## config.mk

```make
export PLATFORM = sky130hd
export DESIGN_NAME = ple_mem
export DESIGN_NICKNAME = d
export VERILOG_FILES = /design/src/hw/rtl/positional_list_engine_defines.svh /design/src/hw/rtl/ple_pkg.sv /design/src/hw/rtl/ple_mem.sv
export SDC_FILE = /design/constraint.sdc
export NUM_CORES = 2
export LEC_CHECK = 0
export BUFFER_PORTS_ARGS = -buffer_cell sky130_fd_sc_hd__buf_2
export CAP_MARGIN = 20
export CORE_MARGIN = 3
export CORE_UTILIZATION = 29
export DETAILED_ROUTE_END_ITERATION = 10
export PLACE_DENSITY = 0.51
export SETUP_SLACK_MARGIN = 0.4
export SYNTH_ARGS = -nofsm -noshare
export SYNTH_HDL_FRONTEND = slang
export SYNTH_SLANG_ARGS = --single-unit
```

## constraint.sdc

```tcl
create_clock -name clk -period 6.8 [get_ports clk]
set_input_delay 0 -clock clk [delete_from_list [all_inputs] [get_ports clk]]
set_output_delay 0 -clock clk [all_outputs]
set_load 0.02 [all_outputs]
```

## src/hw/rtl/positional_list_engine_defines.svh

```systemverilog
// ----------------------------------------------------------------------------
// Positional list engine: assertion macros
// Shared property shorthands, clocked on clk and disabled during reset.
// ----------------------------------------------------------------------------
`ifndef POSITIONAL_LIST_ENGINE_DEFINES_SVH
`define POSITIONAL_LIST_ENGINE_DEFINES_SVH

// Same-cycle implication: whenever ante holds, cons holds too.
`define PLE_ASSERT_IMP(lbl, ante, cons, msg) \
  lbl: assert property (@(posedge clk) disable iff (!rst_n) (ante) |-> (cons)) \
    else $error(msg);

// Next-cycle implication: whenever ante holds, cons holds in the next cycle.
`define PLE_ASSERT_NEXT(lbl, ante, cons, msg) \
  lbl: assert property (@(posedge clk) disable iff (!rst_n) (ante) |=> (cons)) \
    else $error(msg);

`endif

```

## src/hw/rtl/ple_pkg.sv

```systemverilog
// ----------------------------------------------------------------------------
// ple_pkg
// Widths, command codes and shared structures of the positional list engine.
// ----------------------------------------------------------------------------
package ple_pkg;

  localparam int CMD_W     = 2;
  localparam int CNT_W     = 8;
  localparam int DATA_W    = 32;
  localparam int DEPTH_DEF = 128;

  localparam logic [CNT_W-1:0] CAP_RESET = 8'd128;

  // Command codes
  localparam logic [CMD_W-1:0] CMD_GET    = 2'd0;
  localparam logic [CMD_W-1:0] CMD_INSERT = 2'd1;
  localparam logic [CMD_W-1:0] CMD_DELETE = 2'd2;
  localparam logic [CMD_W-1:0] CMD_LOCATE = 2'd3;

  // One cycle of traffic to the entry store
  typedef struct packed {
    logic              rd_en;
    logic [CNT_W-1:0]  rd_idx;
    logic              wr_en;
    logic [CNT_W-1:0]  wr_idx;
    logic [DATA_W-1:0] wr_data;
  } mem_req_t;

  // One result item
  typedef struct packed {
    logic                     ok;
    logic signed [DATA_W-1:0] read_value;
    logic [CNT_W-1:0]         found_position;
    logic [CNT_W-1:0]         list_length;
    logic                     is_empty;
  } res_t;

endpackage

```

## src/hw/rtl/ple_mem.sv

```systemverilog
// ----------------------------------------------------------------------------
// ple_mem
// Entry store: one write port, one read port, read data registered.
// ----------------------------------------------------------------------------
module ple_mem
  import ple_pkg::*;
#(
  parameter int DEPTH = DEPTH_DEF
) (
  input  logic              clk,
  input  mem_req_t          req,
  output logic [DATA_W-1:0] rd_data
);

  localparam int AW = $clog2(DEPTH);

  logic [DATA_W-1:0] mem [DEPTH];

  // Write port
  always_ff @(posedge clk) begin
    if (req.wr_en) begin
      mem[AW'(req.wr_idx)] <= req.wr_data;
    end
  end

  // Read port, read data registered
  always_ff @(posedge clk) begin
    if (req.rd_en) begin
      rd_data <= mem[AW'(req.rd_idx)];
    end
  end

endmodule

```

### Word-level counts from Yosys, hierarchy flattened

Memory sizes are Yosys's and may differ from the RTL's. A register that Yosys moved wholly into a read port is not among the register bits.
Cells that the tools add are included.

* mux-type cells: 2

Operators by type and width (number)
* $mux 1: 2

* bits in registers: 0
* memory bits (writable): 4096
* bits of input ports: 51
* output and inout bits: 32
* word-level logic and storage cells: 3
* memories kept: 1

Memories
* mem: depth 128, bits a word 32, read ports 1, clocked after Yosys merged registers in 1, wr ports 1, line ple_mem.sv:17 `logic [DATA_W-1:0] mem [DEPTH];`

### Longest topological paths before layout

* depth in word-level cells: 2
* gate-level depth with buffers: 8

### Worst setup path after synthesis

No wires, ideal clock.

* path kind: input-to-reg
* start point: in req[40] in the netlist's numbering
* end point: mem mem[98][0] (enable)
* setup time: 461 ps
* data arrival time: 2778 ps
* setup slack: 3561 ps
* cell stages on the path: 3
* buffers on the path: 1
* cell sequence: clkbuf_1 > nand4_1 > nor3_1

* cells in the longest elaborated chain, start to end: 2

RTL lines
* start: declaration: line ple_mem.sv:11 `input mem_req_t req,`
* $mux 1: line ple_mem.sv:21 `if (req.wr_en) begin`
* $mux 1 (not written as such): line ple_mem.sv:22 `mem[AW'(req.wr_idx)] <= req.wr_data;`
* end: declaration: line ple_mem.sv:17

Every way passes these cells.

==> key figures <==
Logic synthesis
  – Most frequent cell after synthesis: edfxtp_1
  – Distinct cells, synth: 16
  – Largest cells by area after synthesis: edfxtp_1, mux4_2, clkbuf_1
  – Mean Syn Cell Area: about 26 sq um
  – Synth Instances: 5990
  – Async S/R FF share, synth: 0
  – Post-Synthesis Cell Area: 156600 sq um
  – Yosys warning count: 0
  – Commonest cells in the netlist: edfxtp_1, mux4_2, clkbuf_1, nor2_1, buf_2
  – Post-synth top flop: edfxtp_1
  – Synth top area share: 0.7916
  – Synth Register Bits: 4128
  – Synthesized Nets: between 6000 and 7000
  – Number of synthesized flops with an enable pin: just over 4000
  – Sequential area share after synthesis: 0.7916
  – Post-synth top area cell: edfxtp_1

Pwr
  – Leakage power: 54.03 nW
  – Max rail drop VDD: 0.0002235 V
  – Power per cell area: 290.7 nW/um^2
  – Total power: approximately 0.053 W

CTS
  – H-tree depth: 5
  – Clk pin slew, worst setup/hold paths: 60 ps
  – Clock Tree Root: clkbuf_16
  – Clk buf depth: 4
  – TritonCTS Buffers: 405
  – CTS tree: built
  – Post-CTS Setup Inserts: 0
  – # clock sinks: 4128
  – Worst-Skew Late Latency: 1010 ps

GRT
  – Vias in the first global route: ~72000
  – Largest net degree at the start of global routing: 97
  – First-pass GRT wire length: roughly 590 mm
  – Initial antenna violation count: 67
  – Total grt overflow: 0
  – Total track usage: 0.1544

Setup path
  – R2R Setup Slk: 3530 ps
  – Crit end category: register
  – Crit Path Max Fanout: slightly above 60
  – CP most frequent cell: mux4_2
  – Max incr delay on CP: 810 ps
  – Startpoint types: input port
  – Worst EP arrival: 4080 ps
  – Data required time of the worst path: 7520 ps
  – Critical-path top delay cell: buf_4
  – CP Class: input port to register
  – Cell breakdown of the critical path: buf_12, buf_4, mux4_2, mux4_2, mux4_2, mux2_2, dlygate4sd3_1

Run
  – Max Cap Viol: 0

Die
  – Die Wd: 740.8 um
  – Die area: 548800 sq um
  – Core box area: 537500 sq um
  – Starting density of the core: 0.2913
  – Die Y: 740.8 um
  – I/O pin count: 83
  – Rows: between 200 and 300

Timing
  – Max-slew violations: 0
  – Slew @ Worst Pin: 1206 ps
  – Relative slew slack: 0.1963
  – Fin crit share: 0.4939
  – RSZ-0062 raised after global routing: false
  – Final setup margin: 3442 ps
  – Worst hold slack: 121.0 ps
  – Max Clk Rate: 297.8 MHz
  – Final hold viol count: 0
  – Worst clock skew: 41.75 ps
  – Setup TNS Final: 0 ps
  – Crit path time final: about 3400 ps
  – Count of final setup violators: 0

Route
  – Routed vias: 69531
  – Antenna-violating nets left: 0
  – TritonRoute pass-1 iters: 5
  – Avg Vias per Cell: 4.981
  – Routed len/inst: roughly 31 um
  – Drc violations: 0
  – Initial drt markers: 8625
  – Total routed wirelength: 431.4 mm

Run status
  – Status: completed

Place
  – Routability cong.: around 0.77
  – Placed Area: 167800 sq um
  – I/O Buffers: 80
  – Pre-CTS setup slack: 2771 ps
  – Post-DP HPWL: 231.9 mm

Cells and area
  – Finished Cell Area: approximately 180000 sq um
  – Area Overhead vs Synth: 15.60%
  – Fraction of layout cells with a size suffix above 1: 0.3499
  – Final Net Count: 6489

Worst hold path
  – Hold crit path type: input port to register
==> layout by cell type, fill, tap and decap left out, drive strengths merged <==
| master | n |
|---|---|
| edfxtp | 4128 |
| mux4 | 1344 |
| bufinv | 26 |
| inv | 8 |
| clkinvlp | 4 |
| or3 | 1 |
| nor2 | 122 |
| nand2b | 2 |
| mux2 | 32 |
| clkbuf | 511 |
| nor2b | 7 |
| nor3 | 9 |
| diode | 23 |
| nand3 | 12 |
| clkinv | 174 |
| nand2 | 14 |
| nand4 | 3 |
| dlygate4sd3 | 45 |
| buf | 312 |
==> power breakdown <==
group	total [W]	leakage [nW]	switching [W]	internal [W]
clock	0.0217	6.17	0.00961	0.0121
combinational	0.00272	10.7	0.00169	0.00103
sequential	0.0282	37.1	0.0000636	0.0281
==> stage by stage <==
step | cells | util
after floorplan | 5990 | -
after global placement | 13163 | 0.3122
after detailed placement | 13164 | 0.3122
after CTS | 13934 | 0.3366
after global routing | 13945 | 0.3367
final | 13958 | 0.3368
==> worst paths after layout <==
kind	cells past startpoint	startpoint	end
min reg2reg	4	mem[124][27]$_DFFE_PP_	rd_data[27]$_DFFE_PP_
max reg2reg	5	mem[117][2]$_DFFE_PP_	rd_data[2]$_DFFE_PP_
max	7	req[41]	rd_data[2]$_DFFE_PP_
min	3	req[37]	mem[101][20]$_DFFE_PP_
==> critical path, delay by kind of cell <==
| kind | cells | cell delay (ps) |
|---|---|---|
| mux | 4 | 2030 |
| buf+inv | 3 | 1840 |
==> per-layer routing <==
metal  share of wire  up-vias  GRT usage
met5         0.00025        -          0
met4           0.026       16    0.04128
met3           0.069      536    0.02456
met2            0.49     2501     0.2533
met1            0.42    39111     0.2143
li1                -    27367          -
==> area by class of cell <==
cell class / count / area (sq um)
fill: 49463 / 356500
sequential: 4128 / 124000
multi-input combinational: 1546 / 32290
clock buffer: 511 / 10680
tap: 7181 / 8985
timing repair buffer: 357 / 3117
clock inverter: 212 / 1934
antenna: 23 / 57.56
==> logic make-up (layout without fill, tap and decap cells) <==
group                  count (synthesis)  count (layout)  share of synthesized area
multiplexers                        1376            1376                     0.1956
other                                  0              23                          0
flip-flops                          4128            4128                     0.7916
AND/OR/NAND/NOR                      170             170                   0.004450
buffers and inverters                316            1080                   0.008373
==> state kept, by name, indices dropped and copies added (netlist names) <==
| register | flops |
|---|---|
| mem | 4096 |
| rd_data | 32 |
==> timing repair <==
| item | CTS | global route |
|---|---|---|
| resized for setup | 0 | 0 |
| endpoints found under the hold margin | 2017 | 0 |
| hold buffers | 47 | 0 |
Note: power is estimated with default switching activity, not from simulation.
