$ cat config.mk
export PLATFORM = sky130hd
export DESIGN_NAME = ple_seq
export DESIGN_NICKNAME = d
export VERILOG_FILES = /design/src/hw/rtl/positional_list_engine_defines.svh /design/src/hw/rtl/ple_pkg.sv /design/src/hw/rtl/ple_seq.sv
export SDC_FILE = /design/constraint.sdc
export NUM_CORES = 1
export LEC_CHECK = 0
export BUFFER_PORTS_ARGS = -buffer_cell sky130_fd_sc_hd__clkbuf_2
export CAP_MARGIN = 40
export CORE_MARGIN = 3
export CORE_UTILIZATION = 50
export CTS_CLUSTER_DIAMETER = 80
export CTS_CLUSTER_SIZE = 8
export DETAILED_ROUTE_END_ITERATION = 10
export GPL_TIMING_DRIVEN = 0
export HOLD_SLACK_MARGIN = 0.06
export PLACE_DENSITY_LB_ADDON = 0.15
export SYNTH_ARGS = -nofsm -noshare
export SYNTH_HDL_FRONTEND = slang
export SYNTH_SLANG_ARGS = --single-unit
$ cat constraint.sdc
create_clock -name clk -period 5.6 [get_ports clk]
set_input_delay 1.12 -clock clk [delete_from_list [all_inputs] [get_ports clk]]
set_output_delay 1.12 -clock clk [all_outputs]
set_load 0.02 [all_outputs]
$ cat src/hw/rtl/positional_list_engine_defines.svh
// ----------------------------------------------------------------------------
// Positional list engine: assertion macros
// Shared property shorthands, clocked on clk and disabled during reset.
// ----------------------------------------------------------------------------
`ifndef POSITIONAL_LIST_ENGINE_DEFINES_SVH
`define POSITIONAL_LIST_ENGINE_DEFINES_SVH

// Same-cycle implication: whenever ante holds, cons holds too.
`define PLE_ASSERT_IMP(lbl, ante, cons, msg) \
  lbl: assert property (@(posedge clk) disable iff (!rst_n) (ante) |-> (cons)) \
    else $error(msg);

// Next-cycle implication: whenever ante holds, cons holds in the next cycle.
`define PLE_ASSERT_NEXT(lbl, ante, cons, msg) \
  lbl: assert property (@(posedge clk) disable iff (!rst_n) (ante) |=> (cons)) \
    else $error(msg);

`endif

$ cat src/hw/rtl/ple_pkg.sv
// ----------------------------------------------------------------------------
// ple_pkg
// Widths, command codes and shared structures of the positional list engine.
// ----------------------------------------------------------------------------
package ple_pkg;

  localparam int CMD_W     = 2;
  localparam int CNT_W     = 8;
  localparam int DATA_W    = 32;
  localparam int DEPTH_DEF = 128;

  localparam logic [CNT_W-1:0] CAP_RESET = 8'd128;

  // Command codes
  localparam logic [CMD_W-1:0] CMD_GET    = 2'd0;
  localparam logic [CMD_W-1:0] CMD_INSERT = 2'd1;
  localparam logic [CMD_W-1:0] CMD_DELETE = 2'd2;
  localparam logic [CMD_W-1:0] CMD_LOCATE = 2'd3;

  // One cycle of traffic to the entry store
  typedef struct packed {
    logic              rd_en;
    logic [CNT_W-1:0]  rd_idx;
    logic              wr_en;
    logic [CNT_W-1:0]  wr_idx;
    logic [DATA_W-1:0] wr_data;
  } mem_req_t;

  // One result item
  typedef struct packed {
    logic                     ok;
    logic signed [DATA_W-1:0] read_value;
    logic [CNT_W-1:0]         found_position;
    logic [CNT_W-1:0]         list_length;
    logic                     is_empty;
  } res_t;

endpackage

$ cat src/hw/rtl/ple_seq.sv
// ----------------------------------------------------------------------------
// ple_seq
// Command sequencer: checks each item, walks the store one entry per cycle
// for shifts and searches, and holds the result until it is taken.
// ----------------------------------------------------------------------------
module ple_seq
  import ple_pkg::*;
#(
  parameter int DEPTH = DEPTH_DEF
) (
  input  logic                     clk,
  input  logic                     rst_n,
  input  logic                     in_valid,
  output logic                     in_ready,
  input  logic [CMD_W-1:0]         in_cmd,
  input  logic [CNT_W-1:0]         in_position,
  input  logic signed [DATA_W-1:0] in_value,
  input  logic [CNT_W-1:0]         cap_limit,
  output mem_req_t                 mem_req,
  input  logic [DATA_W-1:0]        rd_data,
  output logic                     res_valid,
  input  logic                     res_take,
  output res_t                     res
);

  localparam logic [2:0] S_IDLE = 3'd0;
  localparam logic [2:0] S_UP   = 3'd1;
  localparam logic [2:0] S_DOWN = 3'd2;
  localparam logic [2:0] S_GET  = 3'd3;
  localparam logic [2:0] S_FIND = 3'd4;
  localparam logic [2:0] S_DONE = 3'd5;

  logic [2:0]        state_r, state_nxt;
  logic [CNT_W-1:0]  cnt_r, cnt_nxt;
  logic              shift_r, shift_nxt;
  logic [CNT_W-1:0]  pidx_r, pidx_nxt;
  logic [CNT_W-1:0]  pos_r, pos_nxt;
  logic [DATA_W-1:0] val_r, val_nxt;
  logic              ok_r, ok_nxt;
  logic [DATA_W-1:0] rdv_r, rdv_nxt;
  logic [CNT_W-1:0]  found_r, found_nxt;

  logic [CNT_W-1:0]  pos_idx;
  logic              in_list;
  logic              ins_ok;

  assign in_ready = (state_r == S_IDLE);
  assign pos_idx  = in_position - 8'd1;
  assign in_list  = (in_position != '0) && (in_position <= cnt_r);
  assign ins_ok   = (in_position != '0)
                 && ({1'b0, in_position} <= ({1'b0, cnt_r} + 9'd1))
                 && (cnt_r < cap_limit)
                 && (int'(cnt_r) < DEPTH);

  // Sequence the commands
  always_comb begin
    state_nxt = state_r;
    cnt_nxt   = cnt_r;
    shift_nxt = shift_r;
    pidx_nxt  = pidx_r;
    pos_nxt   = pos_r;
    val_nxt   = val_r;
    ok_nxt    = ok_r;
    rdv_nxt   = rdv_r;
    found_nxt = found_r;
    mem_req   = '0;
    res_valid = 1'b0;

    unique case (state_r)
      S_IDLE: begin
        if (in_valid) begin
          ok_nxt    = 1'b0;
          rdv_nxt   = '0;
          found_nxt = '0;
          val_nxt   = in_value;
          pos_nxt   = pos_idx;
          state_nxt = S_DONE;
          unique case (in_cmd)
            CMD_GET: begin
              if (in_list) begin
                ok_nxt         = 1'b1;
                mem_req.rd_en  = 1'b1;
                mem_req.rd_idx = pos_idx;
                state_nxt      = S_GET;
              end
            end
            CMD_INSERT: begin
              if (ins_ok) begin
                ok_nxt = 1'b1;
                if (pos_idx == cnt_r) begin
                  // Append: no entries to move
                  mem_req.wr_en   = 1'b1;
                  mem_req.wr_idx  = cnt_r;
                  mem_req.wr_data = in_value;
                  cnt_nxt         = cnt_r + 8'd1;
                end else begin
                  mem_req.rd_en  = 1'b1;
                  mem_req.rd_idx = cnt_r - 8'd1;
                  pidx_nxt       = cnt_r - 8'd1;
                  shift_nxt      = 1'b1;
                  state_nxt      = S_UP;
                end
              end
            end
            CMD_DELETE: begin
              if (in_list) begin
                ok_nxt         = 1'b1;
                mem_req.rd_en  = 1'b1;
                mem_req.rd_idx = pos_idx;
                pidx_nxt       = pos_idx;
                state_nxt      = S_DOWN;
              end
            end
            CMD_LOCATE: begin
              ok_nxt = 1'b1;
              if (cnt_r != '0) begin
                mem_req.rd_en  = 1'b1;
                mem_req.rd_idx = '0;
                pidx_nxt       = '0;
                state_nxt      = S_FIND;
              end
            end
            default: state_nxt = S_DONE;
          endcase
        end
      end

      // Move entries up from the tail, then drop the new value in
      S_UP: begin
        if (shift_r) begin
          mem_req.wr_en   = 1'b1;
          mem_req.wr_idx  = pidx_r + 8'd1;
          mem_req.wr_data = rd_data;
          if (pidx_r != pos_r) begin
            mem_req.rd_en  = 1'b1;
            mem_req.rd_idx = pidx_r - 8'd1;
            pidx_nxt       = pidx_r - 8'd1;
          end else begin
            shift_nxt = 1'b0;
          end
        end else begin
          mem_req.wr_en   = 1'b1;
          mem_req.wr_idx  = pos_r;
          mem_req.wr_data = val_r;
          cnt_nxt         = cnt_r + 8'd1;
          state_nxt       = S_DONE;
        end
      end

      // Capture the removed value, then move later entries down
      S_DOWN: begin
        if (pidx_r == pos_r) begin
          rdv_nxt = rd_data;
        end else begin
          mem_req.wr_en   = 1'b1;
          mem_req.wr_idx  = pidx_r - 8'd1;
          mem_req.wr_data = rd_data;
        end
        if ((pidx_r + 8'd1) < cnt_r) begin
          mem_req.rd_en  = 1'b1;
          mem_req.rd_idx = pidx_r + 8'd1;
          pidx_nxt       = pidx_r + 8'd1;
        end else begin
          cnt_nxt   = cnt_r - 8'd1;
          state_nxt = S_DONE;
        end
      end

      S_GET: begin
        rdv_nxt   = rd_data;
        state_nxt = S_DONE;
      end

      // Scan from the head, stop at the first match
      S_FIND: begin
        if (rd_data == val_r) begin
          found_nxt = pidx_r + 8'd1;
          state_nxt = S_DONE;
        end else if ((pidx_r + 8'd1) < cnt_r) begin
          mem_req.rd_en  = 1'b1;
          mem_req.rd_idx = pidx_r + 8'd1;
          pidx_nxt       = pidx_r + 8'd1;
        end else begin
          state_nxt = S_DONE;
        end
      end

      S_DONE: begin
        res_valid = 1'b1;
        if (res_take) begin
          state_nxt = S_IDLE;
        end
      end

      default: state_nxt = S_IDLE;
    endcase
  end

  // Control state
  always_ff @(posedge clk) begin
    if (!rst_n) begin
      state_r <= S_IDLE;
      cnt_r   <= '0;
      shift_r <= 1'b0;
    end else begin
      state_r <= state_nxt;
      cnt_r   <= cnt_nxt;
      shift_r <= shift_nxt;
    end
  end

  // Working payload
  always_ff @(posedge clk) begin
    pidx_r  <= pidx_nxt;
    pos_r   <= pos_nxt;
    val_r   <= val_nxt;
    ok_r    <= ok_nxt;
    rdv_r   <= rdv_nxt;
    found_r <= found_nxt;
  end

  assign res.ok             = ok_r;
  assign res.read_value     = rdv_r;
  assign res.found_position = found_r;
  assign res.list_length    = cnt_r;
  assign res.is_empty       = (cnt_r == '0);

endmodule

# Yosys cells after proc, flatten, opt, wreduce, memory -nomap -nowiden
# Cells that the tools add are included.
word_totals:
  reg_bits: 101
  inputBits: 86
  output_inout_bits: 102
  wordCells: 135
classes:
  add_sub_neg: 6
  magnitude_cmp: 5
  eq_ne: 30
  muxes: 63
  reduce_logical: 22
ops:
  columns: ["op", "n"]
  rows:
  - ["$mux W8", 17]
  - ["$mux W41", 3]
  - ["$pmux W41 S3", 1]
  - ["$mux W50", 2]
  - ["$pmux W32 S3", 1]
  - ["$mux W32", 2]
  - ["$mux W9", 7]
  - ["$pmux W8 S3", 2]
  - ["$mux W40", 1]
  - ["$pmux W9 S4", 1]
  - ["$eq A32 B32 Y1", 1]
  - ["$pmux W8 S4", 1]
  - ["$mux W3", 9]
  - ["$pmux W9 S3", 1]
  - ["$sub A8 B1 Y8 const B", 3]
  - ["$ne A2 B2 Y1 const B", 10]
  - ["$pmux W3 S6", 1]
  - ["$add A8 B1 Y8 const B", 2]
  - ["$eq A8 B8 Y1", 2]
  - ["$lt A8 B8 Y1", 2]
  - ["$pmux W8 S2", 1]
  - ["$reduce_bool A8 Y1", 2]
  - ["$ne A3 B3 Y1 const B", 4]
  - ["$pmux W3 S4", 1]
  - ["28 further kinds", 49]

# Depth between registers and ports, before layout
depth:
  depth_word: 9
  mapped_depth: 13
  mapped_depth_nobuf: 12

# Worst setup path before layout
# No wires, ideal clock.
synth_timing:
  path_kind: "register to output"
  from: "reg cnt_r[4]"
  to: "out mem_req[42] (netlist bit)"
  t_arrival_ns: 3.662
  required_time_ns: 4.480
  path_slack_ns: 0.818
  path_stages_with_launch: 12
  path_buffers: 0
  cell_sequence: "dfxtp_1 > clkinv_1 > nor4_1 > xnor2_1 > ha_1 > nand3_1 > or3_1 > o221a_2 > a311oi_1 > o2bb2ai_1 > nand2b_1 > o21ai_0"
synth_lines:
  columns: ["element", "line_no", "source"]
  rows:
  - ["start: declaration", "ple_seq.sv:34", "logic [CNT_W-1:0] cnt_r, cnt_nxt;"]
  - ["start signal: assignment", "ple_seq.sv:207", "cnt_r <= cnt_nxt;"]
  - ["end: declaration", "ple_seq.sv:19", "output mem_req_t mem_req,"]

==> run_summary.xml <==
<?xml version="1.0" encoding="UTF-8"?>
<metrics>
  <group name="status">
    <metric name="result_of_the_run" unit="">completed</metric>
  </group>
  <group name="final_layout">
    <metric name="leading_cell_type_in_the_layout_fill_and_taps_excluded" unit="">sky130_fd_sc_hd__clkbuf_2</metric>
    <metric name="final_nets" unit="">1074</metric>
    <metric name="post-route-cell-area" unit="µm²">8810</metric>
    <metric name="antenna_cells_inserted" unit="">0</metric>
    <metric name="share_of_layout_cells_above_drive_strength_1" unit="">0.248</metric>
    <metric name="final_util" unit="">0.627</metric>
    <metric name="final-instance-count-excl-fill" unit="">1132</metric>
    <metric name="syn_to_final_growth" unit="%">21.4</metric>
    <metric name="mostFrequentLayoutCells" unit="">189 x sky130_fd_sc_hd__clkbuf_2, 89 x sky130_fd_sc_hd__edfxtp_1, 57 x sky130_fd_sc_hd__xnor2_1</metric>
  </group>
  <group name="floorplan">
    <metric name="ioPinCount" unit="">188</metric>
    <metric name="floorplan.die_area" unit="µm²">16000</metric>
    <metric name="floorplan.rows" unit="">43</metric>
    <metric name="area_of_the_core_region" unit="µm²">14000</metric>
    <metric name="chipHeight" unit="µm">126</metric>
    <metric name="die_width" unit="µm">126</metric>
    <metric name="floorplan.initialDensity" unit="">0.517</metric>
  </group>
  <group name="cts">
    <metric name="worst_setup_hold_path_clk_slew" unit="ps">70</metric>
    <metric name="cts.sink_count" unit="">101</metric>
    <metric name="cts_htree_levels" unit="">3</metric>
    <metric name="clock_tree.root_cell" unit="">sky130_fd_sc_hd__clkbuf_16</metric>
    <metric name="numCtsBuffers" unit="">9</metric>
    <metric name="max-clock-path-buffers" unit="">2</metric>
    <metric name="tritoncts" unit="">yes</metric>
    <metric name="cts-hold-fix-buffers" unit="">0</metric>
    <metric name="clkLatencyLatePin" unit="ps">350</metric>
  </group>
  <group name="pwr">
    <metric name="peak_ir_drop_on_the_vdd_network" unit="µV">291</metric>
    <metric name="power_per_cell_area" unit="nW/µm²">440</metric>
    <metric name="p_leak" unit="nW">3.97</metric>
  </group>
  <group name="placement">
    <metric name="placed_instances" unit="">1114</metric>
    <metric name="place_area" unit="µm²">8480</metric>
    <metric name="buffers_added_on_ports" unit="">186</metric>
    <metric name="global_placer_s_final_weighted_congestion" unit="">0.982</metric>
    <metric name="dp_hpwl" unit="µm">17700</metric>
  </group>
  <group name="timing">
    <metric name="final-max-slew-violation-count" unit="">0</metric>
    <metric name="timing.final.hold_violations" unit="">0</metric>
    <metric name="fin_skew" unit="ps">10.1</metric>
    <metric name="period_share" unit="">0.971</metric>
    <metric name="hold_ws" unit="ps">652</metric>
    <metric name="final.min_clock_period" unit="ps">5430</metric>
    <metric name="slew_headroom" unit="">0.424</metric>
    <metric name="timing_worst_slew_pin_value" unit="ps">857</metric>
    <metric name="upper_clock_frequency_limit" unit="MHz">184</metric>
    <metric name="setup_violations" unit="">0</metric>
  </group>
  <group name="setup_path">
    <metric name="timing_worst_setup_path_type" unit="">flip-flop to output pin</metric>
    <metric name="worstPathMaxFanout" unit="">10</metric>
    <metric name="critical_path.endpoint_type" unit="">output pin</metric>
    <metric name="slowest_delay" unit="ps">480</metric>
    <metric name="critical_path_required" unit="ps">4480</metric>
    <metric name="startpoint_type" unit="">flip-flop</metric>
    <metric name="cp.arrival" unit="ps">4310</metric>
    <metric name="timing.critical_path.depth" unit="">14</metric>
    <metric name="timing.critical_path.buf_inv" unit="">4</metric>
    <metric name="critical_path_cell_list" unit="">clkbuf_1, and3_1, xnor2_1, inv_1, ha_1, a21o_1, a21oi_1, o211ai_1, a21oi_2, o21ai_0, buf_2, mux2_2, o21ai_1, clkbuf_2</metric>
    <metric name="slowest_stage" unit="">sky130_fd_sc_hd__edfxtp_1</metric>
    <metric name="timing.critical_path.max_delay_family" unit="">compound AO/OA/AOI/OAI gates</metric>
    <metric name="r2r_slack" unit="ps">1570</metric>
    <metric name="timing.reg2reg.worst_path_depth" unit="">12</metric>
  </group>
  <group name="yosys">
    <metric name="synth_flop_cell" unit="">sky130_fd_sc_hd__edfxtp_1</metric>
    <metric name="synth-seq-cells" unit="">101</metric>
    <metric name="postSynthCellCount" unit="">743</metric>
    <metric name="postSynthNetCount" unit="">870</metric>
    <metric name="synth_cell_type_count" unit="">65</metric>
    <metric name="yosysSeqAreaShare" unit="">0.401</metric>
    <metric name="synth.cell_area" unit="µm²">7260</metric>
    <metric name="synth_edf_count" unit="">89</metric>
    <metric name="postSynth.asyncResetShare" unit="">0</metric>
    <metric name="synth.avg_cell_area" unit="µm²">9.77</metric>
    <metric name="yosys_warnings" unit="">0</metric>
  </group>
  <group name="routing">
    <metric name="total_routed_wirelength" unit="µm">23200</metric>
    <metric name="detail_route.vias_per_cell" unit="">6.13</metric>
    <metric name="drtAntennaViolNets" unit="">0</metric>
    <metric name="drt-wirelength-per-cell" unit="µm">20.5</metric>
    <metric name="drt_first_pass_iters" unit="">5</metric>
    <metric name="drt_iter0_markers" unit="">804</metric>
    <metric name="vias" unit="">6936</metric>
    <metric name="drc" unit="">0</metric>
  </group>
  <group name="global_routing">
    <metric name="globalRoute.totalOverflow" unit="">0</metric>
    <metric name="use_met2" unit="">0.472</metric>
    <metric name="grt_first_pass_wirelength" unit="µm">35300</metric>
    <metric name="grt_max_degree" unit="">35</metric>
    <metric name="grt-busiest-layer" unit="">met2</metric>
    <metric name="global_route.usage.met3" unit="">0.0451</metric>
    <metric name="grt_antenna_before_repair" unit="">0</metric>
    <metric name="first_global_vias" unit="">6488</metric>
    <metric name="gr-usage-all-layers" unit="">0.280</metric>
    <metric name="met1_grt_util" unit="">0.374</metric>
  </group>
  <group name="run">
    <metric name="max_cap_violations" unit="">0</metric>
  </group>
  <group name="worst_hold_path">
    <metric name="hold_depth" unit="">2</metric>
    <metric name="timing.hold.worst.class" unit="">flip-flop to flip-flop</metric>
  </group>
</metrics>
==> metrics by stage <==
| stage | setup WS, ps | TNS [ps] | power (mW) |
|---|---|---|---|
| 6_report | 165 | 0 | 3.88 |
| 5_1_grt | -1.26 | -1.26 | 4.09 |
| 4_1_cts | 88.3 | 0 | 3.84 |
| 3_5_place_dp | 101 | 0 | 3.20 |
| 3_3_place_gp | -38.1 | -53.8 | 3.16 |
| 2_1_floorplan | 818 | 0 | 2.55 |
==> sequential cells by signal (all words and copies together) (netlist names) <==
name     cells
ok_r         1
cnt_r        8
rdv_r       32
found_r      8
state_r      3
val_r       32
pidx_r       8
pos_r        8
shift_r      1
==> layout make-up <==
class	count	area (µm²)
inverters	42	161
flip-flops and latches	101	2910
fillers	1229	5230
plain buffers	44	210
clock buffers	11	233
repair buffers	193	1000
clock inverters	5	58.8
multi-input cells	556	4010
well taps	180	225
==> power breakdown <==
group	total, mW	leakage [nW]	switching [mW]	internal (mW)
Sequential	1.18	0.949	0.105	1.07
Combinational	2.06	2.88	1.35	0.715
Clock	0.636	0.138	0.288	0.348
Total	3.88	3.97	1.74	2.14
==> synthesized netlist by cell type, drive strengths merged (18+ instances only) <==
master | number | share of area
edfxtp | 89 | 0.37
xnor2 | 57 | 0.069
nand2 | 52 | 0.027
a21o | 43 | 0.044
ha | 41 | 0.071
inv | 41 | 0.021
nor2 | 39 | 0.020
and2 | 37 | 0.032
a22o | 34 | 0.041
clkbuf | 34 | 0.018
a21oi | 28 | 0.019
o21ai | 28 | 0.019
nand4 | 18 | 0.016
==> what timing repair did <==
action / CTS / global route
gates resized for setup: 0 / 11
setup endpoints to repair: 0 / 13
buffers inserted: 0 / 2
==> routing by layer <==
layer  wire length [µm]  vias to the layer above
li1                   -                     3189
met2              11200                      402
met3               2110                       45
met4                594                        0
met1               9340                     3300
met5                  0                        -
==> cells by family after synthesis <==
logic type / share of synthesized area
muxes: 0.0128
xor gates and xnor gates: 0.0900
and+or+nand+nor: 0.155
buffers and inverters: 0.0502
adders and majority gates: 0.0707
DFF: 0.401
AOI/OAI and AO/OA: 0.220
==> worst paths after layout <==
kind / start / endpoint
setup / recovery: pidx_r[0]$_DFFE_PP_ / mem_req[42]
hold / removal: cnt_r[3]$_SDFFE_PN0P_ / cnt_r[3]$_SDFFE_PN0P_
setup reg to reg: cnt_r[4]$_SDFFE_PN0P_ / pidx_r[4]$_DFFE_PP_
hold reg to reg: cnt_r[3]$_SDFFE_PN0P_ / cnt_r[3]$_SDFFE_PN0P_
==> worst reg2reg max path, stage by stage, from the launching register on <==
cell and delay, ps:
sky130_fd_sc_hd__dfxtp_1 580, sky130_fd_sc_hd__clkinvlp_4 270, sky130_fd_sc_hd__nor4_1 370, sky130_fd_sc_hd__xnor2_1 140
sky130_fd_sc_hd__ha_1 320, sky130_fd_sc_hd__nand3_1 120, sky130_fd_sc_hd__or3_1 390, sky130_fd_sc_hd__o221a_2 130
sky130_fd_sc_hd__a311oi_1 220, sky130_fd_sc_hd__buf_2 240, sky130_fd_sc_hd__o2bb2ai_1 210, sky130_fd_sc_hd__o21ai_0 230
sky130_fd_sc_hd__and3_1 470
Note: power is estimated with default switching activity, not from simulation.
